$ cat config.mk
export PLATFORM = sky130hd
export DESIGN_NAME = self_interference_fir_canceller_flat
export DESIGN_NICKNAME = d
export VERILOG_FILES = /design/src/hdl/sif_pkg.sv /design/src/hdl/sif_if.sv /design/src/hdl/sif_ram.sv /design/src/hdl/sif_mac.sv /design/src/hdl/self_interference_fir_canceller.sv /design/src/flat_wrapper.sv
export SDC_FILE = /design/constraint.sdc
export NUM_CORES = 2
export LEC_CHECK = 0
export ABC_AREA = 1
export BUFFER_PORTS_ARGS = -buffer_cell sky130_fd_sc_hd__buf_4
export CORE_MARGIN = 10
export CORE_UTILIZATION = 30
export CTS_CLUSTER_SIZE = 28
export DETAILED_ROUTE_END_ITERATION = 10
export PLACE_DENSITY = 0.54
export SLEW_MARGIN = 20
export SYNTH_ARGS = -nofsm -noshare
export SYNTH_HDL_FRONTEND = slang
export SYNTH_SLANG_ARGS = --single-unit
$ cat constraint.sdc
create_clock -name clk -period 6.67 [get_ports clk]
set_clock_uncertainty 0.2 [all_clocks]
set_input_delay 0 -clock clk [delete_from_list [all_inputs] [get_ports clk]]
set_output_delay 0 -clock clk [all_outputs]
set_load 0.01 [all_outputs]
$ cat src/hdl/sif_pkg.sv
`timescale 1ns / 1ps

package sif_pkg;

  localparam int TAPS_DEF   = 60;
  localparam int IDX_W      = 6;
  localparam int COEF_W     = 18;
  localparam int SAMP_W     = 16;
  localparam int PROD_W     = COEF_W + SAMP_W;
  localparam int ACC_W      = 40;
  localparam int FRAC_W     = 15;
  localparam int RND_W      = ACC_W - FRAC_W;
  localparam int DIFF_W     = RND_W + 1;
  localparam int ROUND_HALF = 1 << (FRAC_W - 1);

  localparam logic REQ_LOAD   = 1'b0;
  localparam logic REQ_SAMPLE = 1'b1;

  typedef struct packed {
    logic clr;
    logic en;
  } mac_ctl_t;

endpackage

$ cat src/hdl/sif_if.sv
`timescale 1ns / 1ps

interface sif_req_if;
  logic                                   valid;
  logic                                   ready;
  logic                                   req_type;
  logic        [sif_pkg::IDX_W-1:0]       tap_index;
  logic signed [sif_pkg::COEF_W-1:0]      tap_value;
  logic signed [sif_pkg::SAMP_W-1:0]      tx_sample;
  logic signed [sif_pkg::SAMP_W-1:0]      rx_sample;

  modport source (output valid, req_type, tap_index, tap_value, tx_sample, rx_sample,
                  input ready);
  modport sink (input valid, req_type, tap_index, tap_value, tx_sample, rx_sample,
                output ready);
endinterface

interface sif_res_if;
  logic                              valid;
  logic                              ready;
  logic signed [sif_pkg::SAMP_W-1:0] clean_sample;
  logic                              saturated;

  modport source (output valid, clean_sample, saturated, input ready);
  modport sink (input valid, clean_sample, saturated, output ready);
endinterface

$ cat src/hdl/sif_ram.sv
`timescale 1ns / 1ps

module sif_ram #(
  parameter int DEPTH = sif_pkg::TAPS_DEF,
  parameter int WIDTH = sif_pkg::COEF_W
) (
  input  logic                     clk,
  input  logic                     we,
  input  logic [$clog2(DEPTH)-1:0] waddr,
  input  logic [WIDTH-1:0]         wdata,
  input  logic                     re,
  input  logic [$clog2(DEPTH)-1:0] raddr,
  output logic [WIDTH-1:0]         rdata
);

  logic [WIDTH-1:0] mem [DEPTH];

  always_ff @(posedge clk) begin
    if (we) begin
      mem[waddr] <= wdata;
    end
    if (re) begin
      rdata <= mem[raddr];
    end
  end

endmodule

$ cat src/hdl/sif_mac.sv
`timescale 1ns / 1ps

module sif_mac (
  input  logic                               clk,
  input  logic                               rst_n,
  input  sif_pkg::mac_ctl_t                  ctl,
  input  logic signed [sif_pkg::COEF_W-1:0]  coef,
  input  logic signed [sif_pkg::SAMP_W-1:0]  samp,
  output logic signed [sif_pkg::ACC_W-1:0]   acc,
  output logic                               pend
);

  logic signed [sif_pkg::PROD_W-1:0] prod_r;
  logic                              prod_v_r;
  logic signed [sif_pkg::ACC_W-1:0]  acc_r;

  always_ff @(posedge clk) begin
    if (!rst_n) begin
      prod_v_r <= 1'b0;
    end else begin
      prod_v_r <= ctl.en;
    end
  end

  always_ff @(posedge clk) begin
    if (ctl.en) begin
      prod_r <= coef * samp;
    end
    if (ctl.clr) begin
      acc_r <= '0;
    end else if (prod_v_r) begin
      acc_r <= acc_r + sif_pkg::ACC_W'(prod_r);
    end
  end

  assign acc  = acc_r;
  assign pend = prod_v_r;

endmodule

$ cat src/hdl/self_interference_fir_canceller.sv
// a load beat is written in ST_IDLE, which stays ready; a sample beat passes ST_RUN,
// ST_DRAIN (rounding) and ST_SAT (saturation, waits on an unread result), then ST_IDLE
// takes the next beat; the rate is set by the single shared 18x16 MAC, one tap per cycle
// reset (rst_n low, synchronous) clears the tap and history valid bits, so both
// stores read as zero until written; no clearing pass is needed
`timescale 1ns / 1ps

module self_interference_fir_canceller #(
  parameter int TAPS = sif_pkg::TAPS_DEF
) (
  input logic        clk,
  input logic        rst_n,
  sif_req_if.sink    in_req,
  sif_res_if.source  out_res
);

  localparam int AW = $clog2(TAPS);
  localparam int CW = $clog2(TAPS + 1);

  typedef enum logic [1:0] {ST_IDLE, ST_RUN, ST_DRAIN, ST_SAT} state_t;

  state_t                              state_r, state_nxt;
  logic [CW-1:0]                       j_r, j_nxt;
  logic [AW-1:0]                       oldest_r, oldest_nxt;
  logic [AW-1:0]                       haddr_r, haddr_nxt;
  logic [TAPS-1:0]                     tap_vld_r, tap_vld_nxt;
  logic [TAPS-1:0]                     hist_vld_r, hist_vld_nxt;
  logic                                rd_v_r, rd_v_nxt;
  logic                                rd_tv_r, rd_tv_nxt;
  logic                                rd_hv_r, rd_hv_nxt;
  logic signed [sif_pkg::SAMP_W-1:0]   rx_r, rx_nxt;
  logic signed [sif_pkg::RND_W-1:0]    rnd_r, rnd_nxt;
  logic                                ov_r, ov_nxt;
  logic signed [sif_pkg::SAMP_W-1:0]   clean_r, clean_nxt;
  logic                                sat_r, sat_nxt;

  logic                                accept;
  logic                                rd_en;
  logic                                tap_we;
  logic                                hist_we;
  logic                                idx_ok;
  logic [sif_pkg::COEF_W-1:0]          tap_q;
  logic [sif_pkg::SAMP_W-1:0]          hist_q;
  sif_pkg::mac_ctl_t                   mac_ctl;
  logic signed [sif_pkg::COEF_W-1:0]   mac_coef;
  logic signed [sif_pkg::SAMP_W-1:0]   mac_samp;
  logic signed [sif_pkg::ACC_W-1:0]    acc;
  logic                                mac_pend;
  logic signed [sif_pkg::ACC_W-1:0]    acc_rnd;
  logic signed [sif_pkg::DIFF_W-1:0]   diff;

  function automatic logic [AW-1:0] wrap_inc(input logic [AW-1:0] a);
    logic [AW-1:0] r;
    if (a == AW'(TAPS - 1)) begin
      r = '0;
    end else begin
      r = a + AW'(1);
    end
    return r;
  endfunction

  assign in_req.ready = (state_r == ST_IDLE);
  assign accept       = in_req.valid && in_req.ready;
  assign idx_ok       = ({1'b0, in_req.tap_index} < (sif_pkg::IDX_W + 1)'(TAPS));
  assign tap_we       = accept && (in_req.req_type == sif_pkg::REQ_LOAD) && idx_ok;
  assign hist_we      = accept && (in_req.req_type == sif_pkg::REQ_SAMPLE);
  assign rd_en        = (state_r == ST_RUN);

  sif_ram #(.DEPTH(TAPS), .WIDTH(sif_pkg::COEF_W)) u_tap_ram (
    .clk   (clk),
    .we    (tap_we),
    .waddr (in_req.tap_index[AW-1:0]),
    .wdata (in_req.tap_value),
    .re    (rd_en),
    .raddr (j_r[AW-1:0]),
    .rdata (tap_q)
  );

  sif_ram #(.DEPTH(TAPS), .WIDTH(sif_pkg::SAMP_W)) u_hist_ram (
    .clk   (clk),
    .we    (hist_we),
    .waddr (oldest_r),
    .wdata (in_req.tx_sample),
    .re    (rd_en),
    .raddr (haddr_r),
    .rdata (hist_q)
  );

  assign mac_ctl.clr = hist_we;
  assign mac_ctl.en  = rd_v_r;
  assign mac_coef    = rd_tv_r ? signed'(tap_q) : '0;
  assign mac_samp    = rd_hv_r ? signed'(hist_q) : '0;

  sif_mac u_mac (
    .clk   (clk),
    .rst_n (rst_n),
    .ctl   (mac_ctl),
    .coef  (mac_coef),
    .samp  (mac_samp),
    .acc   (acc),
    .pend  (mac_pend)
  );

  assign acc_rnd = acc + sif_pkg::ACC_W'(sif_pkg::ROUND_HALF);
  assign diff    = sif_pkg::DIFF_W'(rx_r) - sif_pkg::DIFF_W'(rnd_r);

  always_comb begin
    state_nxt    = state_r;
    j_nxt        = j_r;
    oldest_nxt   = oldest_r;
    haddr_nxt    = haddr_r;
    tap_vld_nxt  = tap_vld_r;
    hist_vld_nxt = hist_vld_r;
    rd_v_nxt     = rd_en;
    rd_tv_nxt    = tap_vld_r[j_r[AW-1:0]];
    rd_hv_nxt    = hist_vld_r[haddr_r];
    rx_nxt       = rx_r;
    rnd_nxt      = rnd_r;
    ov_nxt       = ov_r && !out_res.ready;
    clean_nxt    = clean_r;
    sat_nxt      = sat_r;
    unique case (state_r)
      ST_IDLE: begin
        if (tap_we) begin
          tap_vld_nxt[in_req.tap_index[AW-1:0]] = 1'b1;
        end
        if (hist_we) begin
          hist_vld_nxt[oldest_r] = 1'b1;
          oldest_nxt             = wrap_inc(oldest_r);
          haddr_nxt              = wrap_inc(oldest_r);
          j_nxt                  = '0;
          rx_nxt                 = in_req.rx_sample;
          state_nxt              = ST_RUN;
        end
      end
      ST_RUN: begin
        j_nxt     = j_r + CW'(1);
        haddr_nxt = wrap_inc(haddr_r);
        if (j_r == CW'(TAPS - 1)) begin
          state_nxt = ST_DRAIN;
        end
      end
      ST_DRAIN: begin
        if (!rd_v_r && !mac_pend) begin
          rnd_nxt   = acc_rnd[sif_pkg::ACC_W-1:sif_pkg::FRAC_W];
          state_nxt = ST_SAT;
        end
      end
      ST_SAT: begin
        if (!ov_r || out_res.ready) begin
          ov_nxt = 1'b1;
          if (diff[sif_pkg::DIFF_W-1:sif_pkg::SAMP_W-1] == '0 ||
              diff[sif_pkg::DIFF_W-1:sif_pkg::SAMP_W-1] == '1) begin
            clean_nxt = diff[sif_pkg::SAMP_W-1:0];
            sat_nxt   = 1'b0;
          end else begin
            clean_nxt = diff[sif_pkg::DIFF_W-1] ? {1'b1, {(sif_pkg::SAMP_W-1){1'b0}}}
                                                : {1'b0, {(sif_pkg::SAMP_W-1){1'b1}}};
            sat_nxt   = 1'b1;
          end
          state_nxt = ST_IDLE;
        end
      end
      default: state_nxt = ST_IDLE;
    endcase
  end

  always_ff @(posedge clk) begin
    if (!rst_n) begin
      state_r    <= ST_IDLE;
      j_r        <= '0;
      oldest_r   <= '0;
      haddr_r    <= '0;
      tap_vld_r  <= '0;
      hist_vld_r <= '0;
      rd_v_r     <= 1'b0;
      rd_tv_r    <= 1'b0;
      rd_hv_r    <= 1'b0;
      ov_r       <= 1'b0;
    end else begin
      state_r    <= state_nxt;
      j_r        <= j_nxt;
      oldest_r   <= oldest_nxt;
      haddr_r    <= haddr_nxt;
      tap_vld_r  <= tap_vld_nxt;
      hist_vld_r <= hist_vld_nxt;
      rd_v_r     <= rd_v_nxt;
      rd_tv_r    <= rd_tv_nxt;
      rd_hv_r    <= rd_hv_nxt;
      ov_r       <= ov_nxt;
      rx_r       <= rx_nxt;
      rnd_r      <= rnd_nxt;
      clean_r    <= clean_nxt;
      sat_r      <= sat_nxt;
    end
  end

  assign out_res.valid        = ov_r;
  assign out_res.clean_sample = clean_r;
  assign out_res.saturated    = sat_r;

  // every run cycle issues one tap read
  a_run_issues: assert property (@(posedge clk) disable iff (!rst_n)
    (state_r == ST_RUN) |=> rd_v_r)
    else $error("run cycle without tap read");

  // a new result only comes out of the saturation step
  a_result_src: assert property (@(posedge clk) disable iff (!rst_n)
    $rose(ov_r) |-> $past(state_r == ST_SAT))
    else $error("result beat raised outside saturation step");

  // a load beat leaves the delay line alone
  a_load_hist: assert property (@(posedge clk) disable iff (!rst_n)
    (accept && in_req.req_type == sif_pkg::REQ_LOAD) |=> $stable(hist_vld_r) &&
      $stable(oldest_r))
    else $error("load beat touched delay line");

  // no accumulation in flight while taking a beat
  a_idle_quiet: assert property (@(posedge clk) disable iff (!rst_n)
    in_req.ready |-> (!rd_v_r && !mac_pend))
    else $error("ready while accumulation pending");

endmodule
$ cat src/flat_wrapper.sv
// flat-port wrapper written by rule: the top's interface ports become plain ports
module self_interference_fir_canceller_flat 
#(
  parameter int TAPS = sif_pkg::TAPS_DEF
)
  (clk, rst_n, in_req_valid, in_req_req_type, in_req_tap_index, in_req_tap_value, in_req_tx_sample, in_req_rx_sample, in_req_ready, out_res_valid, out_res_clean_sample, out_res_saturated, out_res_ready);
  sif_req_if in_req_i ();
  sif_res_if out_res_i ();
  input logic clk;
  input logic rst_n;
  input wire logic [$bits(in_req_i.valid)-1:0] in_req_valid;
  input wire logic [$bits(in_req_i.req_type)-1:0] in_req_req_type;
  input wire logic [$bits(in_req_i.tap_index)-1:0] in_req_tap_index;
  input wire logic [$bits(in_req_i.tap_value)-1:0] in_req_tap_value;
  input wire logic [$bits(in_req_i.tx_sample)-1:0] in_req_tx_sample;
  input wire logic [$bits(in_req_i.rx_sample)-1:0] in_req_rx_sample;
  output wire logic [$bits(in_req_i.ready)-1:0] in_req_ready;
  output wire logic [$bits(out_res_i.valid)-1:0] out_res_valid;
  output wire logic [$bits(out_res_i.clean_sample)-1:0] out_res_clean_sample;
  output wire logic [$bits(out_res_i.saturated)-1:0] out_res_saturated;
  input wire logic [$bits(out_res_i.ready)-1:0] out_res_ready;
  assign in_req_i.valid = in_req_valid;
  assign in_req_i.req_type = in_req_req_type;
  assign in_req_i.tap_index = in_req_tap_index;
  assign in_req_i.tap_value = in_req_tap_value;
  assign in_req_i.tx_sample = in_req_tx_sample;
  assign in_req_i.rx_sample = in_req_rx_sample;
  assign in_req_ready = in_req_i.ready;
  assign out_res_valid = out_res_i.valid;
  assign out_res_clean_sample = out_res_i.clean_sample;
  assign out_res_saturated = out_res_i.saturated;
  assign out_res_i.ready = out_res_ready;
  self_interference_fir_canceller #(.TAPS(TAPS)) u_core (.clk(clk), .rst_n(rst_n), .in_req(in_req_i), .out_res(out_res_i));
endmodule
==> impl_summary.txt <==
----------------------------------------------------
[Hold path]
  Min-Delay Endpoint ... u_core.u_tap_ram.mem[39][16]$_DFFE_PP_
  Worst hold stages ... 2
  Worst Min Path Start ... in_req_tap_value[16]
  Worst hold path class ... input pin to flip-flop

[Global route]
  Number of antenna violations at the first check in global routing ... 9
  Number of global-route vias before repair ... 72377
  Global-route congestion overflow total ... 0
  Global-route wire length before repair ... 473000 µm
  Global-route total usage across every layer ... 16.0%
  Maximum number of pins on one net before global-route repair ... 202

[Yosys]
  Sequential share of the synthesized area ... 64.4%
  Share of flip-flops with an asynchronous set or reset ... 0%
  Cell taking the most area after synthesis ... sky130_fd_sc_hd__edfxtp_1
  Net count after synthesis ... 9861
  Synthesized area divided by synthesized cell count ... 11.4 µm²
  Top_reg_cell synth ... sky130_fd_sc_hd__edfxtp_1
  Total of flip-flops plus latches after synthesis ... 2351
  Number of flops mapped to enable cells by yosys ... 2166
  Area share of the leading cell type in the synthesized netlist ... 60.9%
  Cell count after synthesis ... 9350
  List of most frequent post-synthesis cells ... 2166 x sky130_fd_sc_hd__edfxtp_1, 1754 x sky130_fd_sc_hd__nor2_1, 1192 x sky130_fd_sc_hd__o21ai_0, 1026 x sky130_fd_sc_hd__nand2_1, 694 x sky130_fd_sc_hd__inv_1
  Count of distinct cell types in the synthesized netlist ... 51
  Leading cell type by number of instances after synthesis ... sky130_fd_sc_hd__edfxtp_1
  Largest cells by area after synthesis ... sky130_fd_sc_hd__edfxtp_1 61%, sky130_fd_sc_hd__nor2_1 6.2%, sky130_fd_sc_hd__o21ai_0 5.6%, sky130_fd_sc_hd__fa_1 5.5%, sky130_fd_sc_hd__nand2_1 3.6%
  Yosys warns ... 0
  Area of the mapped netlist ... 107000 µm²

[Pwr]
  Leakage Power ... 43.4 nW
  Pwr/cell area ... 317 nW/µm²
  Maximum vdd ir drop ... 0.000228 V
  Pwr Total ... 39.0 mW

[Floorplanning]
  Initial core utilization ... 30.2%
  Row count ... 218
  Chip height ... 617 µm
  I/O pin cnt ... 80
  Core Area ... 353000 µm²
  Die Outline Area ... 380000 µm²
  Die outline width ... 617 µm

[Final layout]
  Post-layout utilization of the core ... 34.8%
  Synth-to-layout area growth ... 15.2%
  Count of placed standard cells in the final layout, fillers left out ... 14456
  Cell area after layout ... 123000 µm²
  Filler Cells Inserted ... 34946
  Number of nets in the final layout ... 10020
  Share of layout cells above drive strength 1 ... 8.54%

[Clock network]
  Number of H-tree branching levels ... 5
  Bufs on Longest Clock Path ... 4
  Worst-Skew Late Latency ... 0.90 ns
  Clock slew at the register clock pins of the worst setup and hold paths ... 0.07 ns
  TritonCTS clock tree ... built
  Clock tree sinks ... 2351
  Clock buffers created by TritonCTS ... 268
  Clock root cell ... sky130_fd_sc_hd__clkbuf_16

[Route]
  Number of routed nets with antenna violations ... 0
  DRC errors left ... 0
  Vias post-DR ... 73289
  Detail-routed net length per standard cell ... 22.1 µm
  Avg Vias per Cell ... 5.07
  First DRT Iteration DRCs ... 6928
  Router iterations before antenna repair ... 5
  Wirelength, routed ... 319000 µm

[Placed design]
  DP Worst Slack ... -0.220 ns
  DP Wirelength ... 193000 µm
  Routability congestion estimate ... 0.860
  PortBufs ... 79
  Total placed cells including tap cells ... 13888
  Cell Area, Placed ... 113000 µm²

[Worst setup path]
  Arrival time of the worst setup path ... 6.79 ns
  Depth of the worst register-to-register path ... 24
  Critical register-to-register path endpoint ... u_core.u_mac.prod_r[28]$_DFFE_PP_
  Required time at the worst-slack endpoint ... 7.09 ns
  Crit Path Category ... flip-flop to flip-flop
  Reg-to-reg critical path startpoint ... u_core.rd_hv_r$_SDFF_PN0_
  Critical path launch point ... u_core.rd_hv_r$_SDFF_PN0_
  Worst-path maximum fanout ... 14
  Most frequent cell on the critical path ... sky130_fd_sc_hd__nand2_1
  Setup slack on the worst flop-to-flop path ... 0.30 ns
  CP Capture Type ... flip-flop
  Slowest-stage cell, CP ... sky130_fd_sc_hd__fa_1
  Cells along the critical path ... buf_4, nand2_1, inv_1, buf_4, nand2_1, fa_1, inv_1, fa_1, fa_1, fa_1, fa_1, inv_1, fa_1, inv_1, ha_1, nand2_1, nor4_4, nand4_1, nand3_1, nand2_1, nand2_1, nand2_1, nand2_1, xor2_1
  Delay of the slowest cell on the worst path ... 0.59 ns
  Launching element type of the critical path ... flip-flop

[Timing]
  Number of hold violations in the final report ... 0
  Least-Margin Pin Slew ... 1.13 ns
  Period utilisation layout ... 95.4%
  Final worst path period need ... 6.37 ns
  Setup repair after global routing missed its margin ... true
  Final WS setup ... 0.304 ns
  Headroom to the max-slew limit ... 24.7%
  Peak clock frequency supported by timing ... 157 MHz
  Post-route setup TNS ... 0 ns
  Number of setup violations in the final report ... 0
  Tightest hold margin ... 0.0160 ns
  Max-slew violation total from the final report ... 0

[Flow run]
  Total of max-cap violations ... 0

[Run status]
  Result of the run ... complete, no violations

----------------------------------------------------
metal layers:
layer	share of wire, %	GRT usage (%)	routed length, µm	vias to the layer above
li1	-	-	-	33348
met5	0	0	0	-
met3	6.2	2.18	19900	512
met1	43	21.8	137000	36924
met4	3.4	5.24	10800	0
met2	47	26.5	151000	2505
sequential cells by signal, indices dropped and copies added, names as in the netlist, 18 cells and up:
register,cells
u_core.u_mac.prod_r,34
u_core.u_hist_ram.mem,960
u_core.u_tap_ram.rdata,18
u_core.rnd_r,25
u_core.hist_vld_r,60
u_core.u_tap_ram.mem,1080
u_core.u_mac.acc,40
u_core.tap_vld_r,60
kinds of logic (layout without fill, tap and decap cells):
family                     Yosys count  in the layout  synth area share [%]
xor gates and xnor gates            92             92                 0.768
other                                0              4                     0
adders and majority gates          450            450                  7.33
AOI/OAI and AO/OA                 2043           2043                  11.1
and+or+nand+nor                   3202           3202                  12.0
DFF                               2351           2351                  64.4
buffers and inverters             1212           1584                  4.40
cells in the final DEF, fill, tap and decap left out, drive strengths merged, types with 4 or more instances in the layout:
cell and instances:
a21boi 4, a21o 6, a21oi 148, a221oi 4
a31oi 34, buf 316, bufinv 21, clkbuf 360
clkinv 97, dfxtp 185, diode 4, dlygate4sd3 78
edfxtp 2166, fa 292, ha 158, inv 709
nand2 1033, nand3 233, nand4 108, nor2 1770
nor3 36, nor4 7, o2111ai 21, o211ai 74
o21a 12, o21ai 1193, o21bai 28, o221ai 213
o22ai 301, or2 7, xnor2 37, xor2 54
how the worst max path moves through the flow:
stage / endpoint / slack, ns
floorplan: u_core.u_mac.prod_r[27]$_DFFE_PP_ / 0.25
global placement: u_core.u_mac.prod_r[33]$_DFFE_PP_ / -0.13
detailed placement: u_core.u_mac.prod_r[28]$_DFFE_PP_ / -0.22
CTS: u_core.u_mac.prod_r[28]$_DFFE_PP_ / 0.005
global route: u_core.u_mac.prod_r[28]$_DFFE_PP_ / -0.06
finish: u_core.u_mac.prod_r[28]$_DFFE_PP_ / 0.30
final cells by class:
cell class	instances	area [µm²]	area share, %
clock inverter	123	1280	1.04
inverter	707	2690	2.18
multi-input combinational	5787	33700	27.4
tap	4730	5920	4.81
sequential	2351	68800	55.9
clock buffer	360	7340	5.97
antenna	4	10.0	0.00814
timing repair buffer	394	3330	2.71
power breakdown:
part | switching [mW] | internal (mW)
Clock | 5.98 | 8.58
Combinational | 5.48 | 2.10
Sequential | 0.352 | 16.5
Total | 11.8 | 27.2
timing repair:
| action | in CTS | in global routing |
|---|---|---|
| hold endpoints to repair | 2504 | 0 |
| pin swaps | 0 | 1 |
| resized for setup | 1 | 13 |
| cloned | 0 | 0 |
| hold buffers | 79 | 0 |
| endpoints found under the setup margin | 7 | 11 |
| setup buffers | 0 | 2 |
worst max-delay path, delay by kind of cell, from the launching register on:
kind	cells	cell delay (ns)
buf+inv	6	0.79
fa+ha+maj	7	3.44
flops	1	0.31
simple gates	10	1.33
xor+xnor	1	0.06
(Power assumes the default switching activity.)
